`config.mk`:
```
export PLATFORM = sky130hd
export DESIGN_NAME = utf8_ascii_transcoder_unit
export DESIGN_NICKNAME = d
export VERILOG_FILES = /design/src/hdl/u2a_pkg.sv /design/src/hdl/u2a_front.sv /design/src/hdl/u2a_queue.sv /design/src/hdl/u2a_back.sv /design/src/hdl/utf8_ascii_transcoder_unit.sv
export VERILOG_INCLUDE_DIRS = /design/src /design/src/hdl
export SDC_FILE = /design/constraint.sdc
export NUM_CORES = 1
export LEC_CHECK = 0
export BUFFER_PORTS_ARGS = -buffer_cell sky130_fd_sc_hd__buf_2
export CORE_MARGIN = 3
export CORE_UTILIZATION = 40
export CTS_BUF_LIST = sky130_fd_sc_hd__clkbuf_16
export CTS_CLUSTER_DIAMETER = 50
export CTS_CLUSTER_SIZE = 14
export DETAILED_ROUTE_END_ITERATION = 12
export GPL_TIMING_DRIVEN = 0
export PLACE_DENSITY_LB_ADDON = 0.1
export SYNTH_ARGS = -nofsm -noshare
export SYNTH_HDL_FRONTEND = slang
export SYNTH_SLANG_ARGS = --single-unit
```
`constraint.sdc`:
```
create_clock -name clk -period 6.6 [get_ports clk]
set_input_delay 0.66 -clock clk [delete_from_list [all_inputs] [get_ports clk]]
set_output_delay 0.66 -clock clk [all_outputs]
set_load 0.05 [all_outputs]
```
`src/hdl/assert_macros.svh`:
```
// Assertion shorthands shared by the transcoder modules.
// Each module that uses them names its clock clk and its reset arst_n.
`ifndef ASSERT_MACROS_SVH
`define ASSERT_MACROS_SVH

// Property checked at every edge outside reset.
`define U2A_ASSERT(label, prop, msg) \
	label: assert property (@(posedge clk) disable iff (!arst_n) (prop)) else $error(msg);

// Condition in one cycle implies a condition in the next.
`define U2A_ASSERT_NEXT(label, pre, post, msg) \
	label: assert property (@(posedge clk) disable iff (!arst_n) (pre) |=> (post)) else $error(msg);

`endif

```
`src/hdl/u2a_pkg.sv`:
```
// ----------------------------------------------------------------------------
// u2a_pkg
// Types and constants of the UTF-8 / ASCII transcoder: register map, report
// status codes, decoder limits and the work entry passed from front to back.
// ----------------------------------------------------------------------------
package u2a_pkg;

	typedef enum logic [1:0] {
		REG_SOURCE_CHARSET  = 2'd0,
		REG_TARGET_CHARSET  = 2'd1,
		REG_TRANSLIT_ENABLE = 2'd2,
		REG_IGNORE_ENABLE   = 2'd3
	} reg_index_t;

	typedef enum logic [1:0] {
		STATUS_OK         = 2'd0,
		STATUS_ILLEGAL    = 2'd1,
		STATUS_INCOMPLETE = 2'd2
	} status_t;

	typedef enum logic [0:0] {
		KIND_DATA   = 1'b0,
		KIND_REPORT = 1'b1
	} kind_t;

	localparam logic [20:0] CODE_MAX    = 21'h10FFFF;
	localparam logic [20:0] QMARK_CODE  = 21'h00003F;
	localparam logic [7:0]  LEAD_2_MIN  = 8'hC2;
	localparam logic [7:0]  LEAD_2_MAX  = 8'hDF;
	localparam logic [7:0]  LEAD_3_MIN  = 8'hE0;
	localparam logic [7:0]  LEAD_3_MAX  = 8'hEF;
	localparam logic [7:0]  LEAD_4_MIN  = 8'hF0;
	localparam logic [7:0]  LEAD_4_MAX  = 8'hF4;
	localparam logic [7:0]  LEAD_SURR   = 8'hED;
	localparam logic [7:0]  CONT_E0_MIN = 8'hA0;
	localparam logic [7:0]  CONT_F0_MIN = 8'h90;

	localparam int unsigned QUEUE_DEPTH = 4;
	localparam int unsigned QUEUE_AW    = $clog2(QUEUE_DEPTH);

	typedef struct packed {
		logic         src_ascii;
		logic         tgt_ascii;
		logic         translit;
		logic         ignore;
	} cfg_t;

	// One decoded step: at most one character to encode and an optional report.
	typedef struct packed {
		logic         has_char;
		logic [20:0]  code;
		logic         has_report;
		status_t      status;
		logic [31:0]  count;
	} entry_t;

endpackage

```
`src/hdl/u2a_front.sv`:
```
// ----------------------------------------------------------------------------
// u2a_front
// Strict UTF-8 / ASCII decoder. Takes one byte per cycle while not stalled,
// keeps the pending sequence and lossy count, and queues one entry per step.
// ----------------------------------------------------------------------------
`include "assert_macros.svh"

module u2a_front #(
	parameter int unsigned COUNT_WIDTH = 32
) (
	input  logic              clk,
	input  logic              arst_n,
	input  u2a_pkg::cfg_t     cfg,
	input  logic              in_valid,
	output logic              in_stall,
	input  logic [7:0]        in_byte,
	input  logic              in_last,
	input  logic              q_full,
	output logic              push,
	output u2a_pkg::entry_t   push_entry
);

	logic [7:0]             lead_q, lead_d;
	logic [20:0]            part_q, part_d;
	logic [1:0]             rem_q, rem_d;
	logic [1:0]             seen_q, seen_d;
	logic                   halt_q, halt_d;
	logic [COUNT_WIDTH-1:0] cnt_q, cnt_d, cnt_sat;
	logic [COUNT_WIDTH:0]   cnt_sum;

	logic        accept;
	logic        cont_ok;
	logic        taken;
	logic        stop;
	logic        bump_a;
	logic        bump_b;
	logic        want_emit;
	logic [20:0] cand;
	logic [20:0] shifted;
	logic        has_char;
	logic [20:0] code;
	logic        has_report;
	u2a_pkg::status_t rep_status;

	assign in_stall = q_full;
	assign accept   = in_valid && !in_stall;
	assign shifted  = {part_q[14:0], in_byte[5:0]};

	always_comb begin
		cont_ok = (in_byte[7:6] == 2'b10);
		if (seen_q == 2'd0) begin
			if ((lead_q == u2a_pkg::LEAD_3_MIN && in_byte <  u2a_pkg::CONT_E0_MIN) ||
			    (lead_q == u2a_pkg::LEAD_SURR  && in_byte >= u2a_pkg::CONT_E0_MIN) ||
			    (lead_q == u2a_pkg::LEAD_4_MIN && in_byte <  u2a_pkg::CONT_F0_MIN) ||
			    (lead_q == u2a_pkg::LEAD_4_MAX && in_byte >= u2a_pkg::CONT_F0_MIN)) begin
				cont_ok = 1'b0;
			end
		end
	end

	always_comb begin
		lead_d     = lead_q;
		part_d     = part_q;
		rem_d      = rem_q;
		seen_d     = seen_q;
		halt_d     = halt_q;
		stop       = 1'b0;
		bump_a     = 1'b0;
		bump_b     = 1'b0;
		taken      = 1'b0;
		want_emit  = 1'b0;
		cand       = '0;
		has_char   = 1'b0;
		code       = '0;
		has_report = 1'b0;
		rep_status = u2a_pkg::STATUS_OK;

		// Continuation of a pending sequence
		if (rem_q != 2'd0) begin
			if (!cont_ok) begin
				rem_d  = 2'd0;
				seen_d = 2'd0;
				part_d = '0;
				if (cfg.ignore) begin
					bump_a = 1'b1;
				end else begin
					stop = 1'b1;
				end
			end else begin
				part_d = shifted;
				seen_d = 2'(seen_q + 2'd1);
				rem_d  = 2'(rem_q - 2'd1);
				taken  = 1'b1;
				if (rem_q == 2'd1) begin
					seen_d = 2'd0;
					part_d = '0;
					if (shifted > u2a_pkg::CODE_MAX) begin
						if (cfg.ignore) begin
							bump_a = 1'b1;
						end else begin
							stop = 1'b1;
						end
					end else begin
						want_emit = 1'b1;
						cand      = shifted;
					end
				end
			end
		end

		// Lead byte, including a byte that broke the pending sequence
		if (!taken && !stop) begin
			if (!in_byte[7]) begin
				want_emit = 1'b1;
				cand      = {13'd0, in_byte};
			end else if (!cfg.src_ascii && in_byte >= u2a_pkg::LEAD_2_MIN &&
			             in_byte <= u2a_pkg::LEAD_2_MAX) begin
				rem_d  = 2'd1;
				part_d = {16'd0, in_byte[4:0]};
				lead_d = in_byte;
				seen_d = 2'd0;
			end else if (!cfg.src_ascii && in_byte >= u2a_pkg::LEAD_3_MIN &&
			             in_byte <= u2a_pkg::LEAD_3_MAX) begin
				rem_d  = 2'd2;
				part_d = {17'd0, in_byte[3:0]};
				lead_d = in_byte;
				seen_d = 2'd0;
			end else if (!cfg.src_ascii && in_byte >= u2a_pkg::LEAD_4_MIN &&
			             in_byte <= u2a_pkg::LEAD_4_MAX) begin
				rem_d  = 2'd3;
				part_d = {18'd0, in_byte[2:0]};
				lead_d = in_byte;
				seen_d = 2'd0;
			end else if (cfg.ignore) begin
				bump_b = 1'b1;
			end else begin
				stop = 1'b1;
			end
		end

		// Target side: replace, drop or stop on characters ASCII cannot hold
		if (want_emit) begin
			if (cfg.tgt_ascii && cand[20:7] != 14'd0) begin
				if (cfg.translit) begin
					has_char = 1'b1;
					code     = u2a_pkg::QMARK_CODE;
					bump_b   = 1'b1;
				end else if (cfg.ignore) begin
					bump_b = 1'b1;
				end else begin
					stop = 1'b1;
				end
			end else begin
				has_char = 1'b1;
				code     = cand;
			end
		end

		cnt_sum = {1'b0, cnt_q} + (COUNT_WIDTH+1)'(bump_a) + (COUNT_WIDTH+1)'(bump_b);
		cnt_sat = cnt_sum[COUNT_WIDTH] ? '1 : cnt_sum[COUNT_WIDTH-1:0];
		cnt_d   = cnt_sat;

		if (stop) begin
			has_report = 1'b1;
			rep_status = u2a_pkg::STATUS_ILLEGAL;
			if (!in_last) begin
				halt_d = 1'b1;
			end
		end else if (in_last) begin
			has_report = 1'b1;
			rep_status = (rem_d != 2'd0) ? u2a_pkg::STATUS_INCOMPLETE : u2a_pkg::STATUS_OK;
		end

		// Halted: drop everything until the last byte rearms the stream
		if (halt_q) begin
			lead_d     = lead_q;
			part_d     = part_q;
			rem_d      = rem_q;
			seen_d     = seen_q;
			halt_d     = halt_q;
			cnt_d      = cnt_q;
			has_char   = 1'b0;
			has_report = 1'b0;
		end

		if (in_last && (halt_q || !stop || stop)) begin
			lead_d = '0;
			part_d = '0;
			rem_d  = 2'd0;
			seen_d = 2'd0;
			halt_d = 1'b0;
			cnt_d  = '0;
		end
	end

	assign push                  = accept && (has_char || has_report);
	assign push_entry.has_char   = has_char;
	assign push_entry.code       = code;
	assign push_entry.has_report = has_report;
	assign push_entry.status     = rep_status;
	assign push_entry.count      = 32'(cnt_sat);

	always_ff @(posedge clk or negedge arst_n) begin
		if (!arst_n) begin
			lead_q <= '0;
			part_q <= '0;
			rem_q  <= 2'd0;
			seen_q <= 2'd0;
			halt_q <= 1'b0;
			cnt_q  <= '0;
		end else if (accept) begin
			lead_q <= lead_d;
			part_q <= part_d;
			rem_q  <= rem_d;
			seen_q <= seen_d;
			halt_q <= halt_d;
			cnt_q  <= cnt_d;
		end
	end

	`U2A_ASSERT(a_halt_quiet, halt_q |-> !push, "halted front pushed an entry")
	`U2A_ASSERT(a_seen_idle, (rem_q == 2'd0) |-> (seen_q == 2'd0), "seen count with no sequence")

endmodule

```
`src/hdl/u2a_queue.sv`:
```
// ----------------------------------------------------------------------------
// u2a_queue
// Short entry queue between decoder and encoder, so either side can stall
// without holding the other.
// ----------------------------------------------------------------------------
`include "assert_macros.svh"

module u2a_queue (
	input  logic            clk,
	input  logic            arst_n,
	input  logic            push,
	input  u2a_pkg::entry_t push_entry,
	output logic            full,
	input  logic            pop,
	output logic            head_valid,
	output u2a_pkg::entry_t head_entry
);

	u2a_pkg::entry_t                 mem_q [u2a_pkg::QUEUE_DEPTH];
	logic [u2a_pkg::QUEUE_AW-1:0]    wr_ptr_q;
	logic [u2a_pkg::QUEUE_AW-1:0]    rd_ptr_q;
	logic [u2a_pkg::QUEUE_AW:0]      cnt_q;

	assign full       = (cnt_q == (u2a_pkg::QUEUE_AW+1)'(u2a_pkg::QUEUE_DEPTH));
	assign head_valid = (cnt_q != '0);
	assign head_entry = mem_q[rd_ptr_q];

	always_ff @(posedge clk) begin
		if (push) begin
			mem_q[wr_ptr_q] <= push_entry;
		end
	end

	always_ff @(posedge clk or negedge arst_n) begin
		if (!arst_n) begin
			wr_ptr_q <= '0;
			rd_ptr_q <= '0;
			cnt_q    <= '0;
		end else begin
			if (push) begin
				wr_ptr_q <= u2a_pkg::QUEUE_AW'(wr_ptr_q + 1'b1);
			end
			if (pop) begin
				rd_ptr_q <= u2a_pkg::QUEUE_AW'(rd_ptr_q + 1'b1);
			end
			unique case ({push, pop})
				2'b10:   cnt_q <= (u2a_pkg::QUEUE_AW+1)'(cnt_q + 1'b1);
				2'b01:   cnt_q <= (u2a_pkg::QUEUE_AW+1)'(cnt_q - 1'b1);
				default: cnt_q <= cnt_q;
			endcase
		end
	end

	`U2A_ASSERT(a_no_overflow, push |-> (!full || pop), "push into a full queue")

endmodule

```
`src/hdl/u2a_back.sv`:
```
// ----------------------------------------------------------------------------
// u2a_back
// Encoder. Expands the head entry into its UTF-8 bytes and optional end
// report, one beat per cycle unless stalled, via a registered output stage.
// ----------------------------------------------------------------------------
`include "assert_macros.svh"

module u2a_back (
	input  logic            clk,
	input  logic            arst_n,
	input  logic            head_valid,
	input  u2a_pkg::entry_t head_entry,
	output logic            pop,
	output logic            out_valid,
	input  logic            out_stall,
	output logic [7:0]      out_byte,
	output logic            result_kind,
	output logic [1:0]      status,
	output logic [31:0]     irreversible_count,
	output logic            run_last
);

	logic [2:0]  phase_q;
	logic        out_valid_q;
	logic [7:0]  byte_q;
	logic        kind_q;
	logic [1:0]  status_q;
	logic [31:0] count_q;
	logic        last_q;

	logic        load;
	logic [2:0]  nbytes;
	logic [2:0]  total;
	logic        final_beat;
	logic [1:0]  rpos;
	logic [7:0]  data_byte;
	logic [20:0] code;

	assign code = head_entry.code;

	always_comb begin
		if (!head_entry.has_char) begin
			nbytes = 3'd0;
		end else if (code[20:7] == 14'd0) begin
			nbytes = 3'd1;
		end else if (code[20:11] == 10'd0) begin
			nbytes = 3'd2;
		end else if (code[20:16] == 5'd0) begin
			nbytes = 3'd3;
		end else begin
			nbytes = 3'd4;
		end
	end

	assign total      = 3'(nbytes + {2'd0, head_entry.has_report});
	assign final_beat = (phase_q == 3'(total - 3'd1));
	assign rpos       = 2'(nbytes - 3'd1 - phase_q);

	always_comb begin
		if (phase_q == 3'd0) begin
			unique case (nbytes)
				3'd1:    data_byte = code[7:0];
				3'd2:    data_byte = {3'b110, code[10:6]};
				3'd3:    data_byte = {4'b1110, code[15:12]};
				default: data_byte = {5'b11110, code[20:18]};
			endcase
		end else begin
			case (rpos)
				2'd0:    data_byte = {2'b10, code[5:0]};
				2'd1:    data_byte = {2'b10, code[11:6]};
				default: data_byte = {2'b10, code[17:12]};
			endcase
		end
	end

	assign load = head_valid && (!out_valid_q || !out_stall);
	assign pop  = load && final_beat;

	always_ff @(posedge clk or negedge arst_n) begin
		if (!arst_n) begin
			phase_q     <= 3'd0;
			out_valid_q <= 1'b0;
		end else begin
			if (load) begin
				phase_q     <= final_beat ? 3'd0 : 3'(phase_q + 3'd1);
				out_valid_q <= 1'b1;
			end else if (!out_stall) begin
				out_valid_q <= 1'b0;
			end
		end
	end

	always_ff @(posedge clk) begin
		if (load) begin
			last_q <= final_beat;
			if (phase_q < nbytes) begin
				byte_q   <= data_byte;
				kind_q   <= u2a_pkg::KIND_DATA;
				status_q <= u2a_pkg::STATUS_OK;
				count_q  <= '0;
			end else begin
				byte_q   <= '0;
				kind_q   <= u2a_pkg::KIND_REPORT;
				status_q <= head_entry.status;
				count_q  <= head_entry.count;
			end
		end
	end

	assign out_valid          = out_valid_q;
	assign out_byte           = byte_q;
	assign result_kind        = kind_q;
	assign status             = status_q;
	assign irreversible_count = count_q;
	assign run_last           = last_q;

	`U2A_ASSERT_NEXT(a_phase_restart, pop, phase_q == 3'd0, "phase not reset after pop")
	`U2A_ASSERT(a_phase_range, phase_q <= 3'd4, "phase beyond five beats")

endmodule

```
`src/hdl/utf8_ascii_transcoder_unit.sv`:
```
// Path: a taken byte is written into the queue, then loaded into the
// encoder's output register, where its first result beat can be taken.
// Throughput: one byte in per cycle unless the queue is full, one result beat
// out per cycle unless out_stall is set. Each result of a byte (up to four
// data bytes and a report) takes one beat; a four-entry queue absorbs bursts.
// Reset: arst_n at once clears config, decoder, count and queue pointers.
// ----------------------------------------------------------------------------
// utf8_ascii_transcoder_unit
// Byte-stream transcoder between UTF-8 and ASCII with strict decoding,
// replace or skip of lossy characters, and an end-of-stream report.
// ----------------------------------------------------------------------------
module utf8_ascii_transcoder_unit #(
	parameter int unsigned COUNT_WIDTH = 32
) (
	input  logic        clk,
	input  logic        arst_n,
	input  logic        psel,
	input  logic        penable,
	input  logic        pwrite,
	input  logic [3:0]  paddr,
	input  logic [31:0] pwdata,
	output logic [31:0] prdata,
	output logic        pready,
	input  logic        in_valid,
	output logic        in_stall,
	input  logic [7:0]  in_byte,
	input  logic        in_last,
	output logic        out_valid,
	input  logic        out_stall,
	output logic [7:0]  out_byte,
	output logic        result_kind,
	output logic [1:0]  status,
	output logic [31:0] irreversible_count,
	output logic        run_last
);

	u2a_pkg::cfg_t       cfg_q;
	u2a_pkg::reg_index_t reg_idx;
	logic                cfg_wr;

	logic            q_full;
	logic            push;
	u2a_pkg::entry_t push_entry;
	logic            pop;
	logic            head_valid;
	u2a_pkg::entry_t head_entry;

	assign pready  = 1'b1;
	assign reg_idx = u2a_pkg::reg_index_t'(paddr[3:2]);
	assign cfg_wr  = psel && penable && pwrite && pready;

	always_ff @(posedge clk or negedge arst_n) begin
		if (!arst_n) begin
			cfg_q <= '0;
		end else if (cfg_wr) begin
			unique case (reg_idx)
				u2a_pkg::REG_SOURCE_CHARSET:  cfg_q.src_ascii <= pwdata[0];
				u2a_pkg::REG_TARGET_CHARSET:  cfg_q.tgt_ascii <= pwdata[0];
				u2a_pkg::REG_TRANSLIT_ENABLE: cfg_q.translit  <= pwdata[0];
				u2a_pkg::REG_IGNORE_ENABLE:   cfg_q.ignore    <= pwdata[0];
				default:                      cfg_q           <= cfg_q;
			endcase
		end
	end

	always_comb begin
		unique case (reg_idx)
			u2a_pkg::REG_SOURCE_CHARSET:  prdata = {31'd0, cfg_q.src_ascii};
			u2a_pkg::REG_TARGET_CHARSET:  prdata = {31'd0, cfg_q.tgt_ascii};
			u2a_pkg::REG_TRANSLIT_ENABLE: prdata = {31'd0, cfg_q.translit};
			u2a_pkg::REG_IGNORE_ENABLE:   prdata = {31'd0, cfg_q.ignore};
			default:                      prdata = '0;
		endcase
	end

	u2a_front #(
		.COUNT_WIDTH (COUNT_WIDTH)
	) u_front (
		.clk        (clk),
		.arst_n     (arst_n),
		.cfg        (cfg_q),
		.in_valid   (in_valid),
		.in_stall   (in_stall),
		.in_byte    (in_byte),
		.in_last    (in_last),
		.q_full     (q_full),
		.push       (push),
		.push_entry (push_entry)
	);

	u2a_queue u_queue (
		.clk        (clk),
		.arst_n     (arst_n),
		.push       (push),
		.push_entry (push_entry),
		.full       (q_full),
		.pop        (pop),
		.head_valid (head_valid),
		.head_entry (head_entry)
	);

	u2a_back u_back (
		.clk                (clk),
		.arst_n             (arst_n),
		.head_valid         (head_valid),
		.head_entry         (head_entry),
		.pop                (pop),
		.out_valid          (out_valid),
		.out_stall          (out_stall),
		.out_byte           (out_byte),
		.result_kind        (result_kind),
		.status             (status),
		.irreversible_count (irreversible_count),
		.run_last           (run_last)
	);

endmodule

```
==> PnR_summary.wiki, run 1 <==
{| class="wikitable"
! Metric !! Value
|-
| Result of the run || complete, no violations
|-
| Number of clock sinks seen by CTS || 347
|-
| Number of vias per cell || 5.16
|-
| Critical path, cell by cell || buf_1 > buf_2 > buf_1 > clkbuf_1 > mux4_2 > inv_1 > ha_1 > ha_1 > xor2_1 > xnor2_1 > nor3_2 > and2_1 > ha_1 > inv_1 > fa_1 > xor2_1 > nor2_1 > xor2_1
|-
| First DRT Iteration DRCs || between 600 and 700
|-
| Internal portion of total power || approximately 5.2 mW
|-
| Count of buffer and inverter cells on the critical path || 6
|-
| Post-CTS Setup Repair Bufs || 0
|-
| Ratio of final minimum period to clock period || about 83%
|-
| Critical path class || flop to flop
|-
| Routed WL per cell || 19.1 microns
|-
| Highest cell delay on the worst timing path || 590 ps
|-
| Latest clock arrival within the worst-skew pair || about 530 ps
|-
| Std-Cell Rows || 71
|-
| Net Sw Frac || 34.9%
|-
| Cell type with the largest total area after synthesis || sky130_fd_sc_hd__edfxtp_1
|-
| Root buffer cell || sky130_fd_sc_hd__clkbuf_16
|-
| Number of nets with antenna violations after routing || 0
|-
| Number of max-cap violations || 0
|-
| Total GRT Usage || 16.7%
|-
| Comb pwr share || 33.7%
|-
| Final setup viols || 0
|-
| Vertical die dimension || 202 microns
|-
| Pin count of the biggest net entering global routing || 46
|-
| Clock period minus worst slack || 5450 ps
|-
| Net switching power of the design || 2.79 mW
|-
| CTS tree || yes
|-
| Top flip-flop cell by instance count after synthesis || sky130_fd_sc_hd__edfxtp_1
|-
| Effective utilization at floorplan || roughly two fifths
|-
| Clock power share || 28.2%
|-
| Inserted Diodes || 0
|-
| Master of the slowest instance on the critical path || sky130_fd_sc_hd__buf_1
|-
| Via Count || 9,034
|-
| HPWL reported at the end of detailed placement || 22,800 microns
|-
| Family of cells with the greatest summed delay on the critical path || buffers and inverters
|-
| Worst Tran Pin Value || approximately 1000 ps
|-
| Overflow after GRT || 0
|-
| Area fraction of the dominant cell type after synthesis || 53.1%
|-
| Final Max Slew Viols || 0
|-
| Synthesis Warnings || 0
|-
| Fraction of final layout cells with drive strength greater than 1 || 21.2%
|-
| Max rail drop VDD || 0.000322 V
|-
| Minimum hold slack || approximately 100 ps
|-
| Async set-reset flop share out of synthesis || 21.6%
|-
| Number of hold violations in the final report || 0
|-
| Dominant cell by count in the synthesized netlist || sky130_fd_sc_hd__edfxtp_1
|-
| Seq/Total Area, Yosys || between 60% and 70%
|-
| I/O Pins || 131
|-
| Clock-pin slew of the registers on the worst-case setup and hold paths || 60 ps
|-
| Post-cts sizing count || 0
|-
| NumNets Final || 1,279
|-
| Number of buffers inserted during clock tree synthesis || 40
|-
| Synthesis-stage register bit count || between 300 and 400
|-
| Detailed-route DRC error count || 0
|-
| RSZ-0062 raised after global routing || false
|-
| Cell area after technology mapping || 0.0154 sq mm
|-
| Gp weighted congestion || 0.814
|-
| Die Footprint || 0.0409 sq mm
|-
| Average instance area after synthesis || 14.4 sq um
|-
| Cell types with the largest area share after synthesis || sky130_fd_sc_hd__edfxtp_1, sky130_fd_sc_hd__dfrtp_1, sky130_fd_sc_hd__mux4_2
|-
| Length of the first detailed-routing pass in iterations || 5
|-
| Nature of the critical path endpoint || flop
|-
| Total wirelength of the detailed-routed design || approximately 33,000 microns
|-
| Clock Skew || 18.6 ps
|-
| WP data arrival || 5900 ps
|-
| Type of origin of the critical path || flop
|-
| Power Dens Cells || 443 mW/mm^2
|-
| Cell count after synthesis || 1,067
|-
| First-pass GRT wire length || between 50,000 and 60,000 microns
|-
| Yosys cell types || 65
|-
| Number of synthesized flops with an enable pin || 272
|-
| Share of total power in sequential cells || between 30% and 40%
|-
| Max frequency || 0.183 GHz
|-
| Required time worst endpoint || 7040 ps
|-
| Synthesis-to-layout area growth || 17.0%
|-
| Core box area || 0.0378 sq mm
|-
| Instance area at placement || 0.0167 sq mm
|-
| Vias in the first global route || 9,217
|-
| Largest driver fanout on the critical path || 10
|-
| Antenna violations before repair || 0
|-
| Relative slew slack || 32.5%
|-
| DIE WIDTH || around 200 microns
|-
| Maximum level of the CTS H-tree || 2
|-
| Count of port buffers added during placement || 63
|-
| Hold-fix buffers at CTS || 0
|-
| Synth cell count leaders || sky130_fd_sc_hd__edfxtp_1, sky130_fd_sc_hd__dfrtp_1, sky130_fd_sc_hd__nand2_1, sky130_fd_sc_hd__o21ai_0, sky130_fd_sc_hd__nor2_1
|-
| Leakage power total || 6.87 nW
|-
| Total non-filler cell area in the finished layout || 0.0180 sq mm
|-
| Min-delay worst type || input pin to asynchronous set/reset pin
|-
| CTS Buffer Depth || 3
|}
flip-flops by register name (all words and copies together), names as in the netlist, 2 cells and up:
| register | flops |
|---|---|
| u_back.out_byte | 8 |
| u_back.irreversible_count | 32 |
| u_queue.wr_ptr_q | 2 |
| u_front.lead_q | 8 |
| u_front.rem_q | 2 |
| u_queue.rd_ptr_q | 2 |
| u_queue.mem_q | 228 |
| u_front.cnt_q | 32 |
| u_back.status | 2 |
| u_queue.cnt_q | 3 |
| u_front.seen_q | 2 |
| u_back.phase_q | 3 |
| u_front.part_q | 15 |
| cfg_q | 4 |
through the flow:
stage	instances	setup slack (ps)	utilization (%)	TNS, ps	total power [mW]
global placement	1671	-15.8	43.6	-15.8	5.78
floorplan	1097	2110	-	0	5.04
finish	1750	1150	47.7	0	7.99
CTS	1750	1030	47.7	0	8.13
detailed placement	1678	1030	44.1	0	5.84
global route	1750	661	47.7	0	8.44
final timing paths:
| kind | from | endpoint | slack (ps) | cells past startpoint |
|---|---|---|---|---|
| max | u_queue.rd_ptr_q[1] | u_queue.cnt_q[2] | 1150 | 18 |
| min | arst_n | u_front.seen_q[1] | 100 | 1 |
| max reg2reg | u_queue.rd_ptr_q[1] | u_queue.cnt_q[2] | 1150 | 18 |
| min reg2reg | u_front.seen_q[0] | u_front.seen_q[0] | 470 | 2 |
| max in group asynchronous | arst_n | u_front.cnt_q[12] | 5880 | 2 |
| min in group clk | out_stall | u_back.out_valid | 380 | 3 |
cells by family after synthesis:
logic type | synth area share (%)
simple gates | 9.58
mux | 9.53
other cells | 0.0488
buf+inv | 3.86
compound gates | 8.11
fa+ha+maj | 1.56
xor+xnor | 2.05
flops | 65.3
power by group through the flow:
stage	logic [mW]	clock network, mW	registers, mW
final	2.69	2.25	3.04
after global placement	2.66	0	3.12
after detailed placement	2.75	0	3.09
after CTS	2.76	2.32	3.05
after floorplan	1.47	0	3.58
after global routing	2.95	2.41	3.08
metal layers:
layer	routed length [microns]	GRT usage, %
met5	0	0
met4	550	3.98
met3	1350	2.90
met2	15200	25.8
met1	16300	24.8
layout by cell type, fill, tap and decap left out, drive strengths merged, types with 21 or more instances in the layout:
cell type / n
and2: 56
inv: 48
clkbuf: 74
mux4: 58
xnor2: 24
nor2: 59
dfrtp: 75
nand2: 70
edfxtp: 272
nand3: 21
conb: 32
nor3: 23
buf: 117
a21oi: 28
o21ai: 73
a22o: 30
area by class of cell:
cell class / instances / area, sq um
buffer: 80 / 459
sequential: 347 / 10000
fill: 3274 / 19700
clock buffer: 41 / 1030
inverter: 36 / 135
timing repair buffer: 70 / 495
tap: 511 / 639
clock inverter: 31 / 329
multi-input combinational: 634 / 4890
Note: power is estimated with default switching activity, not from simulation.
==> run 2: changes to the inputs <==
clock period = 5.25 ns   (was 6.6 ns; I/O delays follow)
==> PnR_summary.wiki, run 2 (synthesized netlist as in run 1, its figures left out) <==
{| class="wikitable"
! Metric !! Value
|-
| Ratio of final minimum period to clock period || 94.7% (was 82.6%)
|-
| I/O Pins || 131 (unchanged)
|-
| Count of port buffers added during placement || 63 (unchanged)
|-
| Minimum hold slack || 249 ps (was 102 ps)
|-
| Setup TNS after final layout || 0 ps (unchanged)
|-
| Post-layout power || 10.1 mW (was 7.99 mW)
|-
| WP data arrival || 5410 ps (was 5900 ps)
|-
| Die Footprint || 0.0409 sq mm (unchanged)
|-
| Min-delay worst type || input pin to flop (was input pin to asynchronous set/reset pin)
|-
| Length of the first detailed-routing pass in iterations || 5 (unchanged)
|-
| First DRT Iteration DRCs || 580 (was 646)
|-
| RSZ-0062 raised after global routing || false (unchanged)
|-
| Power Dens Cells || 557 mW/mm^2 (was 443 mW/mm^2)
|-
| Clock period minus worst slack || 4970 ps (was 5450 ps)
|-
| Worst Tran Pin Value || 982 ps (was 1000 ps)
|-
| Largest register FFs || 228 (unchanged)
|-
| Latest clock arrival within the worst-skew pair || 530 ps (about the same)
|-
| Max frequency || 0.201 GHz (was 0.183 GHz)
|-
| Critical path class || flop to flop (unchanged)
|-
| Leakage power total || 6.92 nW (was 6.87 nW)
|-
| Top routing layer used || met4 (unchanged)
|-
| First-pass GRT wire length || 53,900 microns (about the same)
|-
| Root buffer cell || sky130_fd_sc_hd__clkbuf_16 (unchanged)
|-
| Type of origin of the critical path || flop (unchanged)
|-
| Number of clock sinks seen by CTS || 347 (unchanged)
|-
| Number of nets with antenna violations after routing || 0 (unchanged)
|-
| Effective utilization at floorplan || 40.8% (unchanged)
|-
| Number of buffers inserted during clock tree synthesis || 40 (unchanged)
|-
| Final Max Slew Viols || 0 (unchanged)
|-
| Synthesis-to-layout area growth || 17.5% (was 17.0%)
|-
| Pin count of the biggest net entering global routing || 46 (unchanged)
|-
| Antenna violations before repair || 0 (unchanged)
|-
| Total GRT Usage || 16.7% (unchanged)
|-
| Final setup viols || 0 (unchanged)
|-
| Metal3 WL || 1480 microns (was 1350 microns)
|-
| Top library cells by usage in the layout, fill and taps aside || sky130_fd_sc_hd__edfxtp_1, sky130_fd_sc_hd__dfrtp_1, sky130_fd_sc_hd__nand2_1, sky130_fd_sc_hd__o21ai_0, sky130_fd_sc_hd__buf_2 (unchanged)
|-
| Total wirelength of the detailed-routed design || 33,400 microns (about the same)
|-
| Number of max-cap violations || 0 (unchanged)
|-
| Number of vias per cell || 5.16 (about the same)
|-
| Met2 Routed Length || 15,300 microns (was 15,200 microns)
|-
| Max rail drop VDD || 0.000405 V (was 0.000322 V)
|-
| Gp weighted congestion || 0.814 (unchanged)
|-
| Vias in the first global route || 9,204 (was 9,217)
|-
| Via Count || 9,032 (was 9,034)
|-
| CTS tree || yes (unchanged)
|-
| CTS Buffer Depth || 3 (unchanged)
|-
| NumNets Final || 1,279 (unchanged)
|-
| Detailed-route wire length on metal 1 || 16,100 microns (was 16,300 microns)
|-
| Result of the run || complete, no violations (unchanged)
|-
| Count of non-filler cells in the finished layout || 1,750 (unchanged)
|-
| DIE WIDTH || 202 microns (unchanged)
|-
| Top reg by flops || u_queue.mem_q (unchanged)
|-
| Core box area || 0.0378 sq mm (unchanged)
|-
| Fraction of final layout cells with drive strength greater than 1 || 21.7% (was 21.2%)
|-
| Detailed-route DRC error count || 0 (unchanged)
|-
| Required time worst endpoint || 5690 ps (was 7040 ps)
|-
| Number of hold violations in the final report || 0 (unchanged)
|-
| Vertical die dimension || 202 microns (unchanged)
|-
| Maximum level of the CTS H-tree || 2 (unchanged)
|-
| Std-Cell Rows || 71 (unchanged)
|-
| Placed Cells || 1,678 (unchanged)
|-
| Overflow after GRT || 0 (unchanged)
|-
| HPWL reported at the end of detailed placement || 22,800 microns (unchanged)
|-
| Clock Skew || 19.2 ps (was 18.6 ps)
|-
| Largest driver fanout on the critical path || 13 (was 10)
|-
| Inserted Diodes || 0 (unchanged)
|-
| Relative slew slack || 34.0% (was 32.5%)
|-
| Nature of the critical path endpoint || flop (unchanged)
|-
| Routed WL per cell || 19.1 microns (about the same)
|-
| Most common cell after layout, fill and taps aside || sky130_fd_sc_hd__edfxtp_1 (unchanged)
|-
| Clock-pin slew of the registers on the worst-case setup and hold paths || 60 ps (about the same)
|}
-- run 2: cell count changes in the layout (fill, tap and decap cells not counted), sizes merged --
cell           delta
buf               -3
clkbuf            +1
clkdlybuf4s15     +1
dlygate4sd3       +1
-- run 2: path summary, 6_finish.rpt --
check                                         end                 from  slack (ps)  depth (start not counted)
max in group asynchronous        u_front.cnt_q[6]               arst_n        4120                          3
worst max-delay path             u_queue.cnt_q[2]  u_queue.rd_ptr_q[1]         280                         16
worst max register to register   u_queue.cnt_q[2]  u_queue.rd_ptr_q[1]         280                         16
worst min register to register  u_front.seen_q[0]    u_front.seen_q[0]         470                          2
worst min-delay path             u_back.out_valid            out_stall         250                          3
min in group asynchronous       u_front.seen_q[1]               arst_n         500                          2
-- run 2: layout make-up --
| class | instances | area [sq um] |
|---|---|---|
| clock inverters | 31 | 329 |
| fillers | 3271 | 19700 |
| plain buffers | 79 | 468 |
| well taps | 511 | 639 |
| clock buffers | 41 | 1030 |
| repair buffers | 71 | 505 |
| flip-flops and latches | 347 | 10000 |
| inverters | 36 | 135 |
| multi-input cells | 634 | 4940 |
-- run 2: report_power, final --
group / leakage [nW] / internal, mW / switching (mW)
clock: 0.675 / 1.69 / 1.13
combinational: 2.66 / 1.20 / 2.21
sequential: 3.58 / 3.66 / 0.184
total: 6.92 / 6.55 / 3.53
-- run 2: worst max-delay path, cell delays in order, from the launching register on --
cell,delay (ps)
sky130_fd_sc_hd__dfrtp_1,740
sky130_fd_sc_hd__buf_2,400
sky130_fd_sc_hd__buf_2,370
sky130_fd_sc_hd__clkbuf_1,550
sky130_fd_sc_hd__mux4_2,410
sky130_fd_sc_hd__inv_1,70
sky130_fd_sc_hd__ha_1,140
sky130_fd_sc_hd__ha_1,230
sky130_fd_sc_hd__xnor2_1,160
sky130_fd_sc_hd__nor3_4,310
sky130_fd_sc_hd__and2_1,340
sky130_fd_sc_hd__ha_1,260
sky130_fd_sc_hd__inv_1,60
sky130_fd_sc_hd__fa_1,380
sky130_fd_sc_hd__xor2_1,150
sky130_fd_sc_hd__nor2_1,120
sky130_fd_sc_hd__xor2_1,160
-- run 2: timing repair --
| action | in CTS | in global routing |
|---|---|---|
| setup buffers | 0 | 0 |
| gates resized for setup | 4 | 9 |
| endpoints found under the hold margin | 30 | 0 |
| endpoints found under the setup margin | 12 | 101 |
| hold buffers | 1 | 0 |
-- run 2: metrics by stage --
| step | area (sq um) | util (%) | setup WS, ps |
|---|---|---|---|
| 2_1_floorplan | 15500 | - | 821 |
| 5_1_grt | 18100 | 47.9 | 6.89 |
| 3_3_place_gp | 16500 | 43.6 | -1230 |
| 3_5_place_dp | 16700 | 44.1 | -319 |
| 6_report | 18100 | 47.9 | 280 |
| 4_1_cts | 18000 | 47.8 | 57.6 |
-- run 2: metal layers --
layer,GRT usage [%],vias up
li1,-,4266
met1,24.9,4515
met2,25.7,207
met3,2.90,44
met4,3.98,0
met5,0,-
